$ cat config.mk
export PLATFORM = sky130hd
export DESIGN_NAME = raster_shape_draw_engine_top
export DESIGN_NICKNAME = d
export VERILOG_FILES = /design/src/rtl/core/rsde_pkg.sv /design/src/rtl/core/raster_shape_draw_engine_top.sv /design/src/rtl/core/rsde_board.sv
export SDC_FILE = /design/constraint.sdc
export NUM_CORES = 2
export LEC_CHECK = 0
export BUFFER_PORTS_ARGS = -buffer_cell sky130_fd_sc_hd__buf_2
export CORE_MARGIN = 3
export CORE_UTILIZATION = 40
export CTS_CLUSTER_SIZE = 20
export DETAILED_ROUTE_END_ITERATION = 12
export SYNTH_ARGS = -nofsm -noshare
export SYNTH_HDL_FRONTEND = slang
export SYNTH_SLANG_ARGS = --single-unit
export TNS_END_PERCENT = 50
$ cat constraint.sdc
create_clock -name clk -period 7.6 [get_ports clk]
set_input_delay 0.38 -clock clk [delete_from_list [all_inputs] [get_ports clk]]
set_output_delay 0.38 -clock clk [all_outputs]
set_load 0.01 [all_outputs]
$ cat src/rtl/core/rsde_pkg.sv
// Package: types, codes and constants of the raster shape draw engine.
package rsde_pkg;

  localparam int DEF_MAX_COLUMNS = 64;
  localparam int DEF_MAX_ROWS    = 64;
  localparam int COORD_W         = 10;
  localparam int CFG_W           = 7;
  localparam int ROW_BITS_W      = 64;

  localparam logic CFG_COLUMNS = 1'b0;
  localparam logic CFG_ROWS    = 1'b1;

  typedef enum logic [1:0] {
    ACT_SQUARE   = 2'd0,
    ACT_TRIANGLE = 2'd1,
    ACT_LINE     = 2'd2,
    ACT_READ     = 2'd3
  } action_t;

  typedef enum logic [3:0] {
    ST_IDLE,
    ST_CHECK,
    ST_SQUARE,
    ST_TRI,
    ST_LINE,
    ST_READ,
    ST_RDWAIT,
    ST_DRAIN,
    ST_DONE
  } state_t;

  typedef struct packed {
    logic [1:0]        action;
    logic signed [7:0] start_x;
    logic signed [7:0] start_y;
    logic signed [7:0] end_x;
    logic signed [7:0] end_y;
    logic [6:0]        shape_size;
    logic [1:0]        direction;
  } in_t;

  typedef struct packed {
    logic                  status;
    logic [ROW_BITS_W-1:0] row_bits;
  } out_t;

  // Request from the sequencer to the board memory.
  typedef struct packed {
    logic mark;
    logic fetch;
  } brd_cmd_t;

endpackage

$ cat src/rtl/core/raster_shape_draw_engine_top.sv
// Top level of the raster shape draw engine: command sequencer and board.
//
// Input channel (in_valid / in_stall / in_data): one transaction is one
// command: square fill, right triangle fill, Bresenham line, or row read.
// Output channel (out_valid / out_stall / out_data): exactly one result
// transaction per command with a status and, for a row read, the row bits.
// Configuration: cfg_we / cfg_index / cfg_data set columns and rows in use;
// write only while the engine is idle.
// Timing: commands run one at a time. The board memory has a registered
// read; one board row (square, triangle) or one line pixel is issued per
// cycle, with write forwarding so back-to-back updates of the same row
// are merged. The next command can be taken in the cycle after the result
// is loaded.
// in_stall is high while a command is in flight; a new command is taken
// while the previous result still waits in the output register.
// A stalled result holds steady; the engine waits in its final state until
// the output register frees up.
// Reset: synchronous; the board reads as all unmarked at once (per-row
// valid flags), both registers return to 64, no result is pending.
module raster_shape_draw_engine_top #(
  parameter int MAX_COLUMNS = rsde_pkg::DEF_MAX_COLUMNS,
  parameter int MAX_ROWS    = rsde_pkg::DEF_MAX_ROWS
) (
  input  logic                      clk,
  input  logic                      rst,
  input  logic                      in_valid,
  output logic                      in_stall,
  input  rsde_pkg::in_t             in_data,
  output logic                      out_valid,
  input  logic                      out_stall,
  output rsde_pkg::out_t            out_data,
  input  logic                      cfg_we,
  input  logic                      cfg_index,
  input  logic [rsde_pkg::CFG_W-1:0] cfg_data
);
  import rsde_pkg::*;

  localparam int CW = (MAX_COLUMNS > 1) ? $clog2(MAX_COLUMNS) : 1;
  localparam int RW = (MAX_ROWS > 1) ? $clog2(MAX_ROWS) : 1;
  localparam logic [CW-1:0] COL_TOP = CW'(MAX_COLUMNS - 1);

  typedef logic signed [COORD_W-1:0] crd_t;

  localparam crd_t C_ONE = crd_t'(1);

  state_t state, state_next;

  logic [CFG_W-1:0] board_columns, board_rows;
  logic [CFG_W-1:0] ucols, urows;
  crd_t             cols_s, rows_s;

  in_t  cmd;
  logic status_r, status_next;
  logic [MAX_COLUMNS-1:0] bits_r, bits_next;

  // walk registers
  crd_t       cur_y, cur_y_next;
  logic [6:0] cnt, cnt_next;
  crd_t       lx, ly, lerr, ldx, ldy, lstx, lsty;
  crd_t       lx_next, ly_next, lerr_next, ldx_next, ldy_next, lstx_next, lsty_next;

  crd_t x1, y1, x2, y2, sz;
  crd_t lo, hi, cy, jmax, kk, e2;
  logic [CW-1:0] lo_i, hi_i;
  logic [MAX_COLUMNS-1:0] span_mask, col_mask;

  brd_cmd_t               bcmd;
  logic [RW-1:0]          brow;
  logic [MAX_COLUMNS-1:0] rd_data;
  logic                   busy;

  function automatic logic oor(crd_t x, crd_t y, crd_t c, crd_t r);
    return (x < 0) || (x >= c) || (y < 0) || (y >= r);
  endfunction

  assign ucols  = (board_columns > CFG_W'(MAX_COLUMNS)) ? CFG_W'(MAX_COLUMNS) : board_columns;
  assign urows  = (board_rows > CFG_W'(MAX_ROWS)) ? CFG_W'(MAX_ROWS) : board_rows;
  assign cols_s = crd_t'({3'b000, ucols});
  assign rows_s = crd_t'({3'b000, urows});

  assign x1 = crd_t'(cmd.start_x);
  assign y1 = crd_t'(cmd.start_y);
  assign x2 = crd_t'(cmd.end_x);
  assign y2 = crd_t'(cmd.end_y);
  assign sz = crd_t'({3'b000, cmd.shape_size});

  // contiguous column span lo..hi
  assign lo_i      = lo[CW-1:0];
  assign hi_i      = hi[CW-1:0];
  assign span_mask = ({MAX_COLUMNS{1'b1}} << lo_i) & ({MAX_COLUMNS{1'b1}} >> (COL_TOP - hi_i));
  assign col_mask  = (ucols == '0) ? '0 :
                     ({MAX_COLUMNS{1'b1}} >> (CFG_W'(MAX_COLUMNS) - ucols));

  assign in_stall = (state != ST_IDLE);

  always_ff @(posedge clk) begin
    if (rst) begin
      state         <= ST_IDLE;
      board_columns <= CFG_W'(64);
      board_rows    <= CFG_W'(64);
      out_valid     <= 1'b0;
    end else begin
      state <= state_next;
      if (cfg_we) begin
        case (cfg_index)
          CFG_COLUMNS: board_columns <= cfg_data;
          CFG_ROWS:    board_rows    <= cfg_data;
          default:     board_columns <= board_columns;
        endcase
      end
      if (state == ST_DONE && !(out_valid && out_stall)) begin
        out_valid <= 1'b1;
      end else if (out_valid && !out_stall) begin
        out_valid <= 1'b0;
      end
    end
  end

  always_ff @(posedge clk) begin
    if (in_valid && !in_stall) begin
      cmd <= in_data;
    end
    if (state == ST_DONE && !(out_valid && out_stall)) begin
      out_data.status   <= status_r;
      out_data.row_bits <= ROW_BITS_W'(bits_r);
    end
    status_r <= status_next;
    bits_r   <= bits_next;
    cur_y    <= cur_y_next;
    cnt      <= cnt_next;
    lx       <= lx_next;
    ly       <= ly_next;
    lerr     <= lerr_next;
    ldx      <= ldx_next;
    ldy      <= ldy_next;
    lstx     <= lstx_next;
    lsty     <= lsty_next;
  end

  always_comb begin
    state_next  = state;
    status_next = status_r;
    bits_next   = bits_r;
    cur_y_next  = cur_y;
    cnt_next    = cnt;
    lx_next     = lx;
    ly_next     = ly;
    lerr_next   = lerr;
    ldx_next    = ldx;
    ldy_next    = ldy;
    lstx_next   = lstx;
    lsty_next   = lsty;
    bcmd        = '0;
    brow        = cur_y[RW-1:0];
    lo          = x1;
    hi          = x1;
    cy          = cur_y;
    jmax        = '0;
    kk          = '0;
    e2          = lerr <<< 1;

    case (state)
      ST_IDLE: begin
        if (in_valid) begin
          state_next = ST_CHECK;
        end
      end

      ST_CHECK: begin
        status_next = 1'b0;
        bits_next   = '0;
        cur_y_next  = y1;
        cnt_next    = '0;
        case (action_t'(cmd.action))
          ACT_SQUARE: begin
            cnt_next = cmd.shape_size;
            if (oor(x1, y1, cols_s, rows_s) ||
                oor(x1 + sz - C_ONE, y1 + sz - C_ONE, cols_s, rows_s)) begin
              status_next = 1'b1;
              state_next  = ST_DONE;
            end else if (cmd.shape_size == '0) begin
              state_next = ST_DONE;
            end else begin
              state_next = ST_SQUARE;
            end
          end
          ACT_TRIANGLE: begin
            if (oor(x1, y1, cols_s, rows_s)) begin
              status_next = 1'b1;
              state_next  = ST_DONE;
            end else if (cmd.shape_size == '0) begin
              state_next = ST_DONE;
            end else begin
              state_next = ST_TRI;
            end
          end
          ACT_LINE: begin
            lx_next   = x1;
            ly_next   = y1;
            ldx_next  = (x2 > x1) ? x2 - x1 : x1 - x2;
            ldy_next  = (y2 > y1) ? y2 - y1 : y1 - y2;
            lstx_next = (x1 < x2) ? crd_t'(1) : crd_t'(-1);
            lsty_next = (y1 < y2) ? crd_t'(1) : crd_t'(-1);
            lerr_next = ldx_next - ldy_next;
            if (oor(x1, y1, cols_s, rows_s) || oor(x2, y2, cols_s, rows_s)) begin
              status_next = 1'b1;
              state_next  = ST_DONE;
            end else begin
              state_next = ST_LINE;
            end
          end
          ACT_READ: begin
            if (oor(crd_t'(0), y1, cols_s, rows_s) || y1 >= crd_t'(MAX_ROWS)) begin
              status_next = 1'b1;
              state_next  = ST_DONE;
            end else begin
              state_next = ST_READ;
            end
          end
          default: state_next = ST_DONE;
        endcase
      end

      ST_SQUARE: begin
        lo        = x1;
        hi        = x1 + sz - C_ONE;
        bcmd.mark = 1'b1;
        cur_y_next = cur_y + C_ONE;
        cnt_next   = cnt - 7'd1;
        if (cnt == 7'd1) begin
          state_next = ST_DRAIN;
        end
      end

      ST_TRI: begin
        // cnt is the row index i; row sits size-1-i away from the apex
        cy   = cmd.direction[0] ? y1 + (sz - C_ONE - crd_t'({3'b000, cnt}))
                                : y1 - (sz - C_ONE - crd_t'({3'b000, cnt}));
        brow = cy[RW-1:0];
        jmax = cmd.direction[1] ? cols_s - C_ONE - x1 : x1;
        kk   = (crd_t'({3'b000, cnt}) > jmax) ? jmax : crd_t'({3'b000, cnt});
        lo   = cmd.direction[1] ? x1 : x1 - kk;
        hi   = cmd.direction[1] ? x1 + kk : x1;
        if (cy < 0 || cy >= rows_s) begin
          status_next = 1'b1;
          state_next  = ST_DRAIN;
        end else begin
          bcmd.mark = 1'b1;
          cnt_next  = cnt + 7'd1;
          if (crd_t'({3'b000, cnt}) > jmax) begin
            // partial row is kept, then the walk stops
            status_next = 1'b1;
            state_next  = ST_DRAIN;
          end else if (cnt == cmd.shape_size - 7'd1) begin
            state_next = ST_DRAIN;
          end
        end
      end

      ST_LINE: begin
        lo        = lx;
        hi        = lx;
        brow      = ly[RW-1:0];
        bcmd.mark = 1'b1;
        if (lx == x2 && ly == y2) begin
          state_next = ST_DRAIN;
        end else begin
          lerr_next = lerr;
          if (e2 > -ldy) begin
            lerr_next = lerr_next - ldy;
            lx_next   = lx + lstx;
          end
          if (e2 < ldx) begin
            lerr_next = lerr_next + ldx;
            ly_next   = ly + lsty;
          end
        end
      end

      ST_READ: begin
        bcmd.fetch = 1'b1;
        brow       = y1[RW-1:0];
        state_next = ST_RDWAIT;
      end

      ST_RDWAIT: begin
        bits_next  = rd_data & col_mask;
        state_next = ST_DONE;
      end

      ST_DRAIN: begin
        if (!busy) begin
          state_next = ST_DONE;
        end
      end

      ST_DONE: begin
        if (!(out_valid && out_stall)) begin
          state_next = ST_IDLE;
        end
      end

      default: state_next = ST_IDLE;
    endcase
  end

  rsde_board #(
    .MAX_COLUMNS(MAX_COLUMNS),
    .MAX_ROWS   (MAX_ROWS),
    .RW         (RW)
  ) u_board (
    .clk    (clk),
    .rst    (rst),
    .cmd    (bcmd),
    .row    (brow),
    .mask   (span_mask),
    .rd_data(rd_data),
    .busy   (busy)
  );

endmodule

$ cat src/rtl/core/rsde_board.sv
// Board memory with a read-modify-write stage and write forwarding.
module rsde_board #(
  parameter int MAX_COLUMNS = rsde_pkg::DEF_MAX_COLUMNS,
  parameter int MAX_ROWS    = rsde_pkg::DEF_MAX_ROWS,
  parameter int RW          = 1
) (
  input  logic                   clk,
  input  logic                   rst,
  input  rsde_pkg::brd_cmd_t     cmd,
  input  logic [RW-1:0]          row,
  input  logic [MAX_COLUMNS-1:0] mask,
  output logic [MAX_COLUMNS-1:0] rd_data,
  output logic                   busy
);
  import rsde_pkg::*;

  logic [MAX_COLUMNS-1:0] mem [MAX_ROWS];
  logic [MAX_ROWS-1:0]    row_valid;
  logic [MAX_COLUMNS-1:0] mem_q;
  logic                   q_vld;
  logic                   s1_mark;
  logic [RW-1:0]          s1_row;
  logic [MAX_COLUMNS-1:0] s1_mask;
  logic                   last_w;
  logic [RW-1:0]          last_row;
  logic [MAX_COLUMNS-1:0] last_data;
  logic [MAX_COLUMNS-1:0] base;

  // previous cycle's write is not yet visible in mem_q
  always_comb begin
    if (last_w && last_row == s1_row) begin
      base = last_data;
    end else if (q_vld) begin
      base = mem_q;
    end else begin
      base = '0;
    end
  end

  assign rd_data = base;
  assign busy    = s1_mark;

  always_ff @(posedge clk) begin
    if (cmd.mark || cmd.fetch) begin
      mem_q <= mem[row];
    end
    if (s1_mark) begin
      mem[s1_row] <= base | s1_mask;
    end
    s1_row    <= row;
    s1_mask   <= mask;
    last_row  <= s1_row;
    last_data <= base | s1_mask;
  end

  always_ff @(posedge clk) begin
    if (rst) begin
      row_valid <= '0;
      q_vld     <= 1'b0;
      s1_mark   <= 1'b0;
      last_w    <= 1'b0;
    end else begin
      if (cmd.mark || cmd.fetch) begin
        q_vld <= row_valid[row];
      end
      if (s1_mark) begin
        row_valid[s1_row] <= 1'b1;
      end
      s1_mark <= cmd.mark;
      last_w  <= s1_mark;
    end
  end

endmodule

==> impl_metrics.env <==
export IMPL_multi_input_area_mm2=0.0490
export IMPL_port_buffers=122
export IMPL_fin_tns_setup_ps=0
export IMPL_regArea_mm2=0.137
export IMPL_dieHeight_um=695
export IMPL_synth_top_family_by_area="simple AND/OR/NAND/NOR gates"
export IMPL_post_drt_wl_per_cell_um=30.1
export IMPL_yosys_area_share_simple=0.143
export IMPL_peakVddDrop_v=0.000602
export IMPL_critPathTopFamily="compound AO/OA/AOI/OAI gates"
export IMPL_crit_slowest_cell="o311ai_1"
export IMPL_die_w_um=695
export IMPL_period_share=0.947
export IMPL_pin_count=123
export IMPL_synth_area_top_cells="edfxtp_1, nand2_1, nand3_1, a311oi_1, dfxtp_1"
export IMPL_dp_hpwl_um=326000
export IMPL_worstMarginPinSlew_ps=1370
export IMPL_yosys_area_share_xor_xnor=0.00586
export IMPL_final_nets=15000
export IMPL_drtIter0Drc=18700
export IMPL_synth_common_cells="edfxtp_1, nand2_1, nand3_1, a311oi_1, clkbuf_1"
export IMPL_cts_buffer_depth=4
export IMPL_layout_min_cycle_time_ps=7190
export IMPL_synthMuxAreaShare=0.00258
export IMPL_dpl_worst_slack_ps=635
export IMPL_synth_top_area_cell="edfxtp_1"
export IMPL_numCtsBuffers=456
export IMPL_grt_pass1_wl_um=897000
export IMPL_synthFlopType="edfxtp_1"
export IMPL_antenna_found_initial=29
export IMPL_outcome="finished, final reports clean"
export IMPL_core_area_mm2=0.472
export IMPL_fin_area_mm2=0.214
export IMPL_fp_row_count=252
export IMPL_relSlewSlack=0.0841
export IMPL_drive_gt1_frac=0.0865
export IMPL_start_util=0.402
export IMPL_cts_tree="built"
export IMPL_synth_area_mm2=0.190
export IMPL_drv_slew=0
export IMPL_drtAntennaViolNets=0
export IMPL_critical_path_max_stage_delay_ps=570
export IMPL_synth_seq_area_share=0.719
export IMPL_drc=0
export IMPL_grt_remaining_overflow=0
export IMPL_crit_buf_inv=5
export IMPL_grt_max_degree=161
export IMPL_worst_path_max_fanout=36
export IMPL_dr_pass1_iters=5
export IMPL_crit_top_cell="ha_1"
export IMPL_cts_sinks=4621
export IMPL_crit_arrival_ps=8030
export IMPL_syn_instance_count=14700
export IMPL_ys_seq_elements=4621
export IMPL_clkTransAtPathRegs_ps=70
export IMPL_hp_class="in2reg"
export IMPL_die_area_mm2=0.483
export IMPL_rsz0062_at_grt="false"
export IMPL_synth_avg_cell_area_um2=12.9
export IMPL_synth_most_common_cell="edfxtp_1"
export IMPL_synth_compound_area_frac=0.0862
export IMPL_area_growth_pct=12.5
export IMPL_clock_skew_ps=69.9
export IMPL_cp_start_kind="register"
export IMPL_num_fill_cells=41700
export IMPL_synth_nets=15000
export IMPL_crit_path_end_kind="register"
export IMPL_worstPathRequired_ps=8440
export IMPL_yosysTopAreaCellShare=0.695
export IMPL_synth_edf_count=4395
export IMPL_final_core_util=0.453
export IMPL_htreeDepth=5
export IMPL_gp_congestion=0.894
export IMPL_num_vias=129000
export IMPL_p_leak_nw=73.1
export IMPL_hold_viol_final=0
export IMPL_cts_root_buffer="clkbuf_16"
export IMPL_ys_types=88
export IMPL_dpl_cell_area_mm2=0.199
export IMPL_fmax_mhz=139
export IMPL_critical_path_class="reg2reg"
export IMPL_vias_per_cell=6.06
export IMPL_wirelength_um=641000
export IMPL_final_setup_viol_count=0
export IMPL_setup_slack_ps=406
export IMPL_yosys_warnings=0
export IMPL_clock_latency_ps=1020
export IMPL_postSynth_asyncResetShare=0
export IMPL_grt_use_total=0.256
export IMPL_cap_violations=0
export IMPL_grt_pass1_vias=118000
export IMPL_power_density_mw_per_mm2=460
export IMPL_power_mw=98.4
export IMPL_synth_fa_ha_area_frac=0.0163
-- stage by stage --
| step | hold slack, ps | cells |
|---|---|---|
| after floorplan | 329 | 14700 |
| after global placement | 384 | 20400 |
| after detailed placement | 390 | 20400 |
| after CTS | 4.01 | 21300 |
| after global routing | 53.7 | 21300 |
| final | 75.5 | 21300 |
-- logic make-up (layout without fill, tap and decap cells) --
group	count (synthesis)	after routing
flops	4621	4621
simple gates	6189	6189
other cells	0	10
compound gates	2250	2251
mux	47	47
buf+inv	1250	1590
xor+xnor	127	127
fa+ha+maj	238	238
-- placed cells by master (no fill, tap or decap), drive strengths merged, types with 60 or more instances in the layout --
cell type	instances
edfxtp	4395
nand2	3534
clkbuf	595
a211oi	543
nor2	299
clkinv	209
o21ai	254
a21oi	332
a311oi	781
dlygate4sd3	60
a31oi	150
nor3	69
dfxtp	226
nand2b	91
buf	489
xnor2	80
ha	222
nand3	1593
and3	473
inv	206
-- registers in the layout, indices dropped and copies added (netlist names), 9 cells and up --
signal             count
bits_r                64
cmd                   43
ldx                    9
ldy                    9
lerr                   9
lx                    10
ly                    10
out_data              65
u_board.last_data     64
u_board.mem         4096
u_board.mem_q         64
u_board.row_valid     64
u_board.s1_mask       64
-- worst register-to-register path: cells and delay by family, from the launching register on --
kind / cells / cell delay [ps]
flops: 1 / 390
fa+ha+maj: 5 / 1400
buf+inv: 5 / 990
compound gates: 15 / 3450
simple gates: 5 / 800
-- per-layer routing --
layer  GRT usage  share of wire  vias to the layer above
li1            -              -                    55100
met5           0        0.00012                        -
met2       0.393           0.45                     7463
met3      0.0523           0.11                     1314
met1       0.358           0.40                    65200
met4      0.0996          0.045                       10
-- cell type report --
type                    count  area share
flip-flops and latches   4621       0.639
multi-input cells        8852       0.229
clock buffers             595      0.0573
well taps                6223      0.0364
repair buffers            549      0.0245
clock inverters           253      0.0101
inverters                 193     0.00352
diodes                     10    0.000117
-- where the power goes --
group	switching [mW]	total, mW	leakage, nW	internal, mW
Sequential	0.964	33.5	42.1	32.5
Clock	9.86	22.2	7.06	12.3
Combinational	30.5	42.7	23.8	12.3
Total	41.3	98.4	73.1	57.1
-- path summary, 6_finish.rpt --
path,startpoint,end,slack (ps),cells after the start
worst max register to register,board_columns[6],u_board.s1_mask[49],410,30
worst max-delay path,board_columns[6],u_board.s1_mask[49],410,30
worst min-delay path,in_data[30],cmd[30],80,2
worst min register to register,u_board.s1_row[0],u_board.last_row[0],400,0
-- what timing repair did --
item                       in CTS  in global routing
setup buffers                   0                  0
setup endpoints to repair       0                 23
gates resized for setup         0                  1
hold buffers                   60                  0
hold endpoints to repair       64                  0
Power figures use the tool's default switching activity.
